--- config.mk ---
export PLATFORM = sky130hd
export DESIGN_NAME = ohm_mod_unit
export DESIGN_NICKNAME = d
export VERILOG_FILES = /design/src/rtl/ohm_mod_unit.sv
export SDC_FILE = /design/constraint.sdc
export NUM_CORES = 1
export LEC_CHECK = 0
export BUFFER_PORTS_ARGS = -buffer_cell sky130_fd_sc_hd__buf_2
export CELL_PAD_IN_SITES_DETAIL_PLACEMENT = 1
export CELL_PAD_IN_SITES_GLOBAL_PLACEMENT = 1
export CORE_MARGIN = 2
export CORE_UTILIZATION = 40
export DETAILED_ROUTE_END_ITERATION = 10
export HOLD_SLACK_MARGIN = 0.12
export PLACE_DENSITY = 0.85
export SYNTH_ARGS = -nofsm -noshare
export SYNTH_HDL_FRONTEND = slang
export SYNTH_SLANG_ARGS = --single-unit
--- constraint.sdc ---
create_clock -name clk -period 2.4 [get_ports clk]
set_clock_uncertainty 0.15 [all_clocks]
set_input_delay 0.12 -clock clk [delete_from_list [all_inputs] [get_ports clk]]
set_output_delay 0.12 -clock clk [all_outputs]
set_load 0.03 [all_outputs]
--- src/rtl/ohm_mod_unit.sv ---
`default_nettype none
// ----------------------------------------------------------------------------
// ohm_mod_unit - iterative remainder unit
// Restoring division, one dividend bit per cycle; only the remainder is kept.
// ----------------------------------------------------------------------------
module ohm_mod_unit #(
  parameter int DW = 34,
  parameter int VW = 12
) (
  input  wire logic          clk,
  input  wire logic          rst,
  input  wire logic          start,
  input  wire logic [DW-1:0] dividend,
  input  wire logic [VW-1:0] divisor,
  output logic               busy,
  output logic               done,
  output logic [VW-1:0]      remainder
);

  localparam int CW = $clog2(DW + 1);

  logic [DW-1:0] dvd;
  logic [VW-1:0] dvs;
  logic [VW-1:0] rem;
  logic [CW-1:0] cnt;
  logic [VW:0]   part;
  logic [VW:0]   diff;
  logic          ge;

  assign part      = {rem, dvd[DW-1]};
  assign diff      = part - {1'b0, dvs};
  assign ge        = part >= {1'b0, dvs};
  assign remainder = rem;

  always_ff @(posedge clk) begin
    if (rst) begin
      busy <= 1'b0;
      done <= 1'b0;
    end else begin
      done <= 1'b0;
      if (start) begin
        busy <= 1'b1;
      end else if (busy && cnt == CW'(1)) begin
        busy <= 1'b0;
        done <= 1'b1;
      end
    end
  end

  always_ff @(posedge clk) begin
    if (start) begin
      dvd <= dividend;
      dvs <= divisor;
      rem <= '0;
      cnt <= CW'(DW);
    end else if (busy) begin
      // shift in the next dividend bit, subtract when it fits
      rem <= ge ? diff[VW-1:0] : part[VW-1:0];
      dvd <= dvd << 1;
      cnt <= cnt - CW'(1);
    end
  end

endmodule
`default_nettype wire

# --- After elaboration in Yosys (flattened, before gate mapping) ---
# Cells that the tools add are included.
# Widths: inputs -> output; s select.
totals:
  ramBits: 0
  input_bits: 49
  latchBits: 0
  memories: 0
  register_bits: 66
  rom_bits: 0
classes:
  n_addsub: 2
  reduce_logical: 4
  div_mod_pow: 0
  magnitude_cmp: 1
  mux: 6
  n_bitwise: 0
  multipliers: 0
  eq_ne: 1
  n_shift: 0
ops:
  columns: ["operator", "count"]
  rows:
  - ["$mux 34", 2]
  - ["$ge 13x12->1", 1]
  - ["$mux 12", 1]
  - ["$sub 12x12->12", 1]
  - ["$eq 6x1->1 const B", 1]
  - ["$sub 6x1->6 const B", 1]
  - ["$reduce_bool 2->1", 2]
  - ["$mux 1", 3]
  - ["$reduce_or 2->1", 1]
  - ["$logic_and 1x1->1", 1]

# --- Longest topological paths before layout ---
# Gate-level depths: netlist (run 1).
depth:
  ltp_word: 4
  mapped_depth: 9
  ltp_nobuf: 9

# --- Worst setup path after synthesis (run 1) ---
# No wires, ideal clock.
synth_path:
  path_kind: "reg-to-reg"
  from: "register dvd[33]"
  to: "register rem[8] (netlist: remainder[8])"
  required_ns: 2.124
  slack_ns: 0.104
  period_less_slack_ns: 2.296
  stages_incl_launch_ff: 10
  arrival_ns: 2.019
  setup_time_ns: 0.126
  n_path_buf: 0
  path_cell_list: "edfxtp_1 inv_1 ha_1 inv_1 fa_1 a21o_1 a221o_1 o41ai_1 xor2_1 o21ai_1"
synth_via:
  elab_chain_cells: 2
  elab_cells_between_ends: 3
synth_rtl:
  columns: ["item", "line_no", "text"]
  rows:
  - ["start: declaration", "22", "logic [DW-1:0] dvd;"]
  - ["start signal: assignment", "52", "dvd <= dividend;"]
  - ["start signal: assignment", "59", "dvd <= dvd << 1;"]
  - ["$sub 12x12->12 or $ge 13x12->1 (tied branches)", "31, 32", null]
  - ["$mux 12 (*)", "58", "rem <= ge ? diff[VW-1:0] : part[VW-1:0];"]
  - ["end signal: assignment", "58", null]
  - ["end: declaration", "24", "logic [VW-1:0] rem;"]
# Every way passes the cells marked *; elsewhere a longest branch is shown, timed or not.
# A chain may end at the register's enable or synchronous reset.

# --- Worst setup path in the final report (run 1) ---
layout_path:
  from: "register dvs[4]"
  to: "register rem[1] (netlist: remainder[1])"
layout_via:
  elab_chain_cells: 2
layout_rtl:
  columns: ["item", "line_no", "text"]
  rows:
  - ["start: declaration", "23", "logic [VW-1:0] dvs;"]
  - ["start signal: assignment", "53", "dvs <= divisor;"]
  - ["$ge 13x12->1", "32", "assign ge = part >= {1'b0, dvs};"]
  - ["$mux 12", "58", null]
# No other way between the ends.

==> results of run 1 <==
-- logic make-up (layout without fill, tap and decap cells) --
logic type,count (synthesis),count (layout)
adder cells (fa/ha/maj),15,15
flip-flops,66,66
AND/OR/NAND/NOR,78,78
XOR/XNOR,10,10
buffers and inverters,29,165
multiplexers,34,34
AO/OA/AOI/OAI,53,53
-- worst max-delay path, delay by kind of cell (launching register included) --
| family | cells | cell delay [ns] |
|---|---|---|
| AND/OR/NAND/NOR | 1 | 0.14 |
| buffers and inverters | 1 | 0.04 |
| AO/OA/AOI/OAI | 4 | 1.14 |
| adder cells (fa/ha/maj) | 1 | 0.42 |
| flip-flops | 1 | 0.33 |
-- report_power, final --
group,switching [mW],internal [mW],total (mW),leakage [nW]
Combinational,0.224,0.233,0.457,1.23
Clock,0.509,0.391,0.900,0.0872
Sequential,0.0393,1.32,1.36,0.623
Total,0.772,1.95,2.72,1.94
-- worst max-delay path by stage --
| stage | slack [ns] | end |
|---|---|---|
| final | 0.07 | remainder[1] |
| after global placement | 0.02 | remainder[8] |
| after detailed placement | -0.05 | remainder[8] |
| after global routing | -0.04 | remainder[11] |
| after floorplan | 0.10 | remainder[8] |
| after CTS | 0.02 | remainder[8] |
-- per-layer routing --
metal / routed length (µm) / share of wire / GRT usage
met1: 3939 / 0.40 / 0.2675
met2: 5234 / 0.54 / 0.4086
met3: 397 / 0.041 / 0.04307
met4: 181 / 0.019 / 0.08571
met5: 0 / 0 / 0
-- state kept, by name (all words and copies together), names as in the netlist --
register,count
dvd,34
dvs,12
remainder,12
cnt,6
busy,1
done,1
-- layout by cell type, fill, tap and decap left out, types with 3 or more instances in the layout --
cell type,count
a21oi_1,11
nor3_1,5
nor2_1,13
ha_1,11
inv_1,17
nand4_1,7
clkbuf_8,9
o311ai_1,3
and2_1,5
nand2b_1,8
xnor2_1,3
xor2_1,7
inv_6,4
nand3_1,8
o21ai_0,6
a21o_1,3
dlygate4sd3_1,48
edfxtp_1,46
nand2_1,18
mux2_2,34
dfxtp_1,20
nor2b_1,3
buf_4,21
o211ai_1,4
buf_2,62
-- through the flow --
step / util / instances / TNS, ns
floorplan: - / 285 / 0
global placement: 0.4740 / 457 / 0
detailed placement: 0.4740 / 457 / -0.08241
CTS: 0.5608 / 525 / 0
global route: 0.5680 / 526 / -0.05308
finish: 0.5680 / 526 / 0
-- timing repair --
action,4_1_cts,5_1_grt
pin swaps,1,2
buffers inserted,4,1
hold buffers,48,0
hold endpoints to repair,58,0
gates resized for setup,1,9
setup endpoints to repair,2,11
gates cloned,0,0
-- layout make-up --
| class | count | area [µm²] |
|---|---|---|
| inverters | 17 | 63.81 |
| clock inverters | 7 | 58.81 |
| repair buffers | 132 | 968.4 |
| fillers | 864 | 3550 |
| clock buffers | 9 | 123.9 |
| flip-flops and latches | 66 | 1782 |
| well taps | 105 | 131.4 |
| multi-input cells | 190 | 1539 |
==> results.ini, run 1 <==
[pwr]
p_leak_nw=1.944
totalPowerFinal_mw=2.719
powerDensity_mw_per_mm2=582.7
ir_drop_mv=0.4046

[route]
ant_nets=0
viasPerCell=5.259
wl_um=9753
drt-initial-drc-count=121
num_vias=2766
wl_per_cell_um=18.54
drtPass1Iterations=4
drt_drc_violations_left=0

[worst_setup_path]
cp_slowest_cell=ha_2
startpoint=dvs[4]
cpPeakStageDelay_ns=0.42
path_cells=inv_1, ha_2, o211a_1, o31ai_4, a311oi_4, nor2_4, a311o_1
worstPathRequired_ns=2.48
startpoint_type=flip-flop
reg2reg_depth=7
worstReg2RegEnd=remainder[1]
timing.rr.start=dvs[4]
end_kind=flip-flop
critical_path_class=reg -> reg
worstPathArrival_ns=2.41
reg2reg_setup_slack_ns=0.07
path_max_fanout=9

[synthesis]
synthTopCellsByArea=edfxtp_1 (41%), dfxtp_1 (12%), mux2_2 (11%), ha_1 (5.2%), nand2_1 (2.0%)
yosysSeqAreaShare=0.5249
synth_top_family_by_area=compound AO/OA/AOI/OAI gates
synth_top_flop_cell=edfxtp_1
synth-simple-area-share=0.1180
synth_xor_area_frac=0.02580
synth_area_leader_cell=edfxtp_1
synth_most_common_cell=edfxtp_1
synth.distinct_cells=52
yosysWarnings=0
synth_seq_cells=66
synth.top_cell.area_share=0.4069
netlist_area_mm2=0.003395
synth-edff-count=46
synth_commonest_cells=edfxtp_1 (46), mux2_2 (34), dfxtp_1 (20)
synth_compound_area_frac=0.1220
async_flop_share=0
synth_mux_area_frac=0.1128
synthAdderAreaFrac=0.05750
syn-instance-count=285
avgSynthCellArea_um2=11.91
syn_nets=349

[worst_hold_path]
hold_depth=2
min_path_type=in -> reg
holdCritStartpoint=divisor[6]
holdPathEnd=dvs[6]

[sta]
fin_crit_sh=0.9709
whs_ns=0.3248
finalHoldViolations=0
max-slew-margin-rel=0.6931
setup_viol=0
worst_pin_slew_ns=0.4604
setup_ws_ns=0.06981
max_freq_mhz=429.1
drv_slew=0
period_minus_slack_ns=2.330

[floorplan]
fp-row-count=33
io_pins=63
dieHeight_um=96.12
die_x_um=96.12
initial_core_util=0.4131
die_area_mm2=0.009239
coreArea_mm2=0.008217

[cells_and_area]
syn_to_final_growth_pct=37.49
n_antenna_cell=0
drive_gt1_frac=0.3634
fin_area_mm2=0.004667
fin_nets=480

[grt]
antenna_found_initial=0
grt_max_degree=35
grt_pass1_vias=3014
grtUsageTotal=0.2276
grt_pass1_wl_um=15570
grt_overflow=0

[run]
cap_violations=0

[place]
place_congestion=0.8592
dp_hpwl_um=5850
portBuffers=62
placed_area_mm2=0.003895
pre_cts_ws_ns=-0.04956

[clock_network]
htreeDepth=3
cts.sink_count=66
clk_latency_ns=0.36
cts_buffers=9
cts_tree=built
cts_root_buf=clkbuf_8
clk_pin_slew_ns=0.08
cts.path.max_buffers=2

[outcome]
status=completed

No activity file was read; power rests on OpenSTA's default activity.
==> run 2, diff against run 1 <==
--- a/config.mk
+++ b/config.mk
@@ -9,10 +9,10 @@
 export CELL_PAD_IN_SITES_DETAIL_PLACEMENT = 1
 export CELL_PAD_IN_SITES_GLOBAL_PLACEMENT = 1
 export CORE_MARGIN = 2
-export CORE_UTILIZATION = 40
+export CORE_UTILIZATION = 28
 export DETAILED_ROUTE_END_ITERATION = 10
 export HOLD_SLACK_MARGIN = 0.12
-export PLACE_DENSITY = 0.85
+export PLACE_DENSITY = 0.66
 export SYNTH_ARGS = -nofsm -noshare
 export SYNTH_HDL_FRONTEND = slang
 export SYNTH_SLANG_ARGS = --single-unit
==> results.ini, run 2 (synthesis results as in run 1) <==
[clock_network]
cts.path.max_buffers=2
cts_tree=built
cts_root_buf=clkbuf_16
clk_pin_slew_ns=0.06
htreeDepth=3
cts_buffers=9
cts.sink_count=66
clk_latency_ns=0.33

[place]
pre_cts_ws_ns=-0.07209
place_congestion=0.8456
placed_area_mm2=0.004000
portBuffers=62
dp_hpwl_um=6198

[cells_and_area]
regMostFlops=dvd
final_common_cell=buf_2
fin_nets=485
drive_gt1_frac=0.3685
n_antenna_cell=0
fin_area_mm2=0.004876
largest_reg_flops=34
final_cell_mix=buf_2 (62), dlygate4sd3_1 (47), edfxtp_1 (46)
syn_to_final_growth_pct=43.64

[pwr]
totalPowerFinal_mw=3.326
p_leak_nw=2.030
ir_drop_mv=0.3930
powerDensity_mw_per_mm2=682.1

[sta]
whs_ns=0.2058
max_freq_mhz=433.6
max-slew-margin-rel=0.4239
setup_viol=0
finalHoldViolations=0
period_minus_slack_ns=2.306
worst_pin_slew_ns=0.8610
setup_ws_ns=0.09360
drv_slew=0
fin_crit_sh=0.9610
rsz0062_at_grt=true

[floorplan]
fp-row-count=40
coreArea_mm2=0.01191
initial_core_util=0.2850
die_x_um=114.1
io_pins=63
dieHeight_um=114.1
die_area_mm2=0.01302

[grt]
grt_pass1_vias=2910
grt_pass1_wl_um=14850
grt_max_degree=49
antenna_found_initial=0
grt_overflow=0
grtUsageTotal=0.1499

[route]
num_vias=2783
drt-initial-drc-count=70
drt_drc_violations_left=0
wl_per_cell_um=16.17
viasPerCell=4.857
wl_um=9267
ant_nets=0
drtPass1Iterations=4

[worst_setup_path]
cpPeakStageDelay_ns=0.38
reg2reg_depth=9
cp_slowest_cell=edfxtp_1
critPathTopFamily=compound AO/OA/AOI/OAI gates
end_kind=flip-flop
startpoint_type=flip-flop
path_cells=inv_1, ha_2, inv_2, fa_2, a21o_1, a221o_1, o41ai_2, xor2_1, o21ai_1
path_max_fanout=2
worstPathArrival_ns=2.37
critical_path_class=reg -> reg
cp.depth=9
worstPathRequired_ns=2.46
path_buf_inv=2

[outcome]
status=completed

[worst_hold_path]
min_path_type=in -> reg
hold_depth=4

[run]
cap_violations=0

[run 2: changes by cell type in the layout (fill, tap and decap cells not counted), sizes merged]
cell         delta
clkinvlp        -1
dlygate4sd3     -1
clkbuf          +2
inv             -4
buf             +6
bufinv          +3
[run 2: through the flow]
step           utilization  std cells  setup TNS, ns
2_1_floorplan            -        285              0
3_3_place_gp        0.3358        506              0
3_5_place_dp        0.3358        506       -0.07209
4_1_cts             0.4057        571              0
5_1_grt             0.4093        573       -0.07158
6_report            0.4093        573              0
[run 2: timing repair]
action / in CTS / in global routing
hold endpoints to repair: 48 / 0
resized for setup: 2 / 7
pin swaps: 1 / 2
hold buffers: 47 / 0
buffers inserted: 2 / 2
setup endpoints to repair: 4 / 6
[run 2: routing by layer]
layer  vias up  track usage  part of all wire
li1       1338            -                 -
met1      1358       0.1837              0.43
met2        74       0.2500              0.49
met3        13      0.05082             0.054
met4         0      0.04553             0.022
met5         -            0                 0
[run 2: worst reg2reg max path, cell delays in order (launching register included)]
cell and delay [ns]:
edfxtp_1 0.38, inv_1 0.07, ha_2 0.18, inv_2 0.04, fa_2 0.33, a21o_1 0.21, a221o_1 0.34, o41ai_2 0.25
xor2_1 0.17, o21ai_1 0.07
[run 2: final timing paths]
kind / from / to / slack (ns)
worst max-delay path: dvd[33] / remainder[8] / 0.09
worst min-delay path: start / remainder[2] / 0.21
worst max register to register: dvd[33] / remainder[8] / 0.09
worst min register to register: cnt[0] / cnt[0] / 0.35
[run 2: cell type report]
| cell class | instances | area, µm² |
|---|---|---|
| multi-input cells | 190 | 1520 |
| flip-flops and latches | 66 | 1782 |
| clock buffers | 11 | 232.7 |
| fillers | 1303 | 7036 |
| repair buffers | 137 | 991.0 |
| inverters | 17 | 63.81 |
| clock inverters | 5 | 102.6 |
| well taps | 147 | 183.9 |
[run 2: where the power goes]
part | leakage, nW | internal [mW] | total, mW | switching [mW]
Clock | 0.160 | 1.01 | 1.50 | 0.491
Sequential | 0.623 | 1.33 | 1.36 | 0.0332
Combinational | 1.25 | 0.239 | 0.462 | 0.224
Total | 2.03 | 2.58 | 3.33 | 0.748
==> run 3, diff against run 2 <==
--- a/config.mk
+++ b/config.mk
@@ -5,6 +5,7 @@
 export SDC_FILE = /design/constraint.sdc
 export NUM_CORES = 1
 export LEC_CHECK = 0
+export ABC_AREA = 1
 export BUFFER_PORTS_ARGS = -buffer_cell sky130_fd_sc_hd__buf_2
 export CELL_PAD_IN_SITES_DETAIL_PLACEMENT = 1
 export CELL_PAD_IN_SITES_GLOBAL_PLACEMENT = 1
@@ -12,7 +13,7 @@
 export CORE_UTILIZATION = 28
 export DETAILED_ROUTE_END_ITERATION = 10
 export HOLD_SLACK_MARGIN = 0.12
-export PLACE_DENSITY = 0.66
+export PLACE_DENSITY = 0.69
 export SYNTH_ARGS = -nofsm -noshare
 export SYNTH_HDL_FRONTEND = slang
 export SYNTH_SLANG_ARGS = --single-unit
==> results.ini, run 3 <==
[outcome]
status=completed

[clock_network]
cts.sink_count=66
clk_pin_slew_ns=0.05
htreeDepth=3
cts.path.max_buffers=2
clk_latency_ns=0.34
cts_tree=built
cts_root_buf=clkbuf_16
post_cts_buffers=0
cts_buffers=9
post_cts_resized=0

[synthesis]
yosysSeqAreaShare=0.5082
synth_commonest_cells=nand2_1 (187), inv_1 (57), edfxtp_1 (46)
synth.distinct_cells=31
synth.top_cell.area_share=0.3940
synth_xor_area_frac=0.01249
synthAdderAreaFrac=0.05567
async_flop_share=0
synth_area_leader_cell=edfxtp_1
synth_top_flop_cell=edfxtp_1
synth-edff-count=46
synth_seq_cells=66
synth_compound_area_frac=0.02320
avgSynthCellArea_um2=8.097
synthTopCellsByArea=edfxtp_1 (39%), nand2_1 (20%), dfxtp_1 (11%), inv_1 (6.1%), ha_1 (5.0%)
yosysWarnings=0
synth_top_family_by_area=simple AND/OR/NAND/NOR gates
syn-instance-count=433
netlist_area_mm2=0.003506
synth_mux_area_frac=0
synth_most_common_cell=nand2_1
syn_nets=497
synth-simple-area-share=0.3191

[cells_and_area]
final_common_cell=nand2_1
syn_to_final_growth_pct=36.08
fin_nets=613
final_cell_mix=nand2_1 (187), buf_2 (62), inv_1 (57)
n_antenna_cell=0
final_cells=722
drive_gt1_frac=0.1787
fill_cells=1504
largest_reg_flops=34
regMostFlops=dvd
post-route-util=0.3939

[worst_setup_path]
cp_slowest_cell=fa_1
path_max_fanout=4
cp_common_cell=nand2_1
worstPathArrival_ns=2.19
endpoint=remainder[8]
cpPeakStageDelay_ns=0.43
worstPathRequired_ns=2.48
path_cells=inv_1, ha_1, inv_1, fa_1, nand3_1, nand3_1, nand2_1, nand2_1, nand2_1, nand3_2, nand3_1, nand2_1
startpoint=dvd[33]
end_kind=flip-flop
reg2reg_depth=12
timing.rr.start=dvd[33]
startpoint_type=flip-flop
critical_path_class=reg -> reg
worstReg2RegEnd=remainder[8]
reg2reg_setup_slack_ns=0.30

[sta]
fin_crit_sh=0.8769
max-slew-margin-rel=0.7055
rsz0062_at_grt=false
finalHoldViolations=0
setup-tns-final_ns=0
setup_viol=0
period_minus_slack_ns=2.104
max_freq_mhz=475.2
worst_pin_slew_ns=0.4418
setup_ws_ns=0.2955
drv_slew=0

[place]
dpl.cell_count=658
pre_cts_ws_ns=0.2666
place_congestion=0.8793
dp_hpwl_um=6723
portBuffers=62

[grt]
antenna_found_initial=0
grt_pass1_wl_um=17250
grt_pass1_vias=3560
grtUsageTotal=0.1699
grt_max_degree=40
grt_overflow=0

[pwr]
totalPowerFinal_mw=2.912
powerDensity_mw_per_mm2=610.4
p_leak_nw=2.346
ir_drop_mv=0.4212

[floorplan]
die_x_um=115.9
fp-row-count=40
dieHeight_um=115.9
initial_core_util=0.2895
coreArea_mm2=0.01211
die_area_mm2=0.01343
io_pins=63

[route]
drt_drc_violations_left=0
viasPerCell=4.435
num_vias=3202
wl_um=10060
drt-initial-drc-count=111
wl_per_cell_um=13.93
ant_nets=0
drtPass1Iterations=4

[run]
cap_violations=0

[worst_hold_path]
min_path_type=in -> reg

[run 3: where the power goes]
group          leakage (nW)  internal [mW]  switching [mW]  total (mW)
Clock                 0.129          0.695           0.492        1.19
Combinational          1.59          0.165           0.209       0.374
Sequential            0.629           1.32          0.0297        1.35
Total                  2.35           2.18           0.731        2.91
[run 3: worst min-delay path by stage]
stage                      startpoint      end  slack (ns)  depth (start not counted)
after floorplan                   rst     done        0.05                          1
final                      divisor[4]   dvs[4]        0.34                          2
after detailed placement  divisor[10]  dvs[10]        0.15                          1
after global placement    divisor[11]  dvs[11]        0.15                          1
after CTS                 divisor[10]  dvs[10]        0.32                          2
after global routing      divisor[11]  dvs[11]        0.33                          2
[run 3: stage by stage]
step	instance area, µm²	hold WS (ns)
finish	4771	0.3421
global route	4771	0.3336
CTS	4771	0.3160
detailed placement	4026	0.1502
global placement	4026	0.1479
floorplan	3506	0.04589
[run 3: layout make-up]
cell class                      count  area (µm²)  share of cell area
Multi-Input combinational cell    294        1439              0.3016
Sequential cell                    66        1782              0.3735
Clock buffer                       11       232.7             0.04878
Clock inverter                      5       31.28            0.006557
Inverter                           60       225.2             0.04721
Tap cell                          168       210.2             0.04406
Timing Repair Buffer              118       850.8              0.1783
[run 3: routing by layer]
| layer | up-vias | GRT usage | wire length [µm] |
|---|---|---|---|
| li1 | 1614 | - | - |
| met3 | 18 | 0.05021 | 450 |
| met2 | 71 | 0.3057 | 5239 |
| met1 | 1499 | 0.1892 | 4162 |
| met4 | 0 | 0.06429 | 206 |
| met5 | - | 0 | 0 |
[run 3: timing repair]
action	in CTS	in global routing
hold endpoints to repair	57	0
hold buffers	48	0
endpoints found under the setup margin	0	0
[run 3: cells by family after synthesis]
kind of cell	after synthesis
compound gates	14
buf+inv	73
fa+ha+maj	15
simple gates	260
flops	66
xor+xnor	5
[run 3: worst max-delay path, delay by kind of cell, from the launching register on]
| kind | cells | cell delay (ns) |
|---|---|---|
| simple gates | 8 | 0.72 |
| fa+ha+maj | 2 | 0.58 |
| flops | 1 | 0.37 |
| buf+inv | 2 | 0.17 |
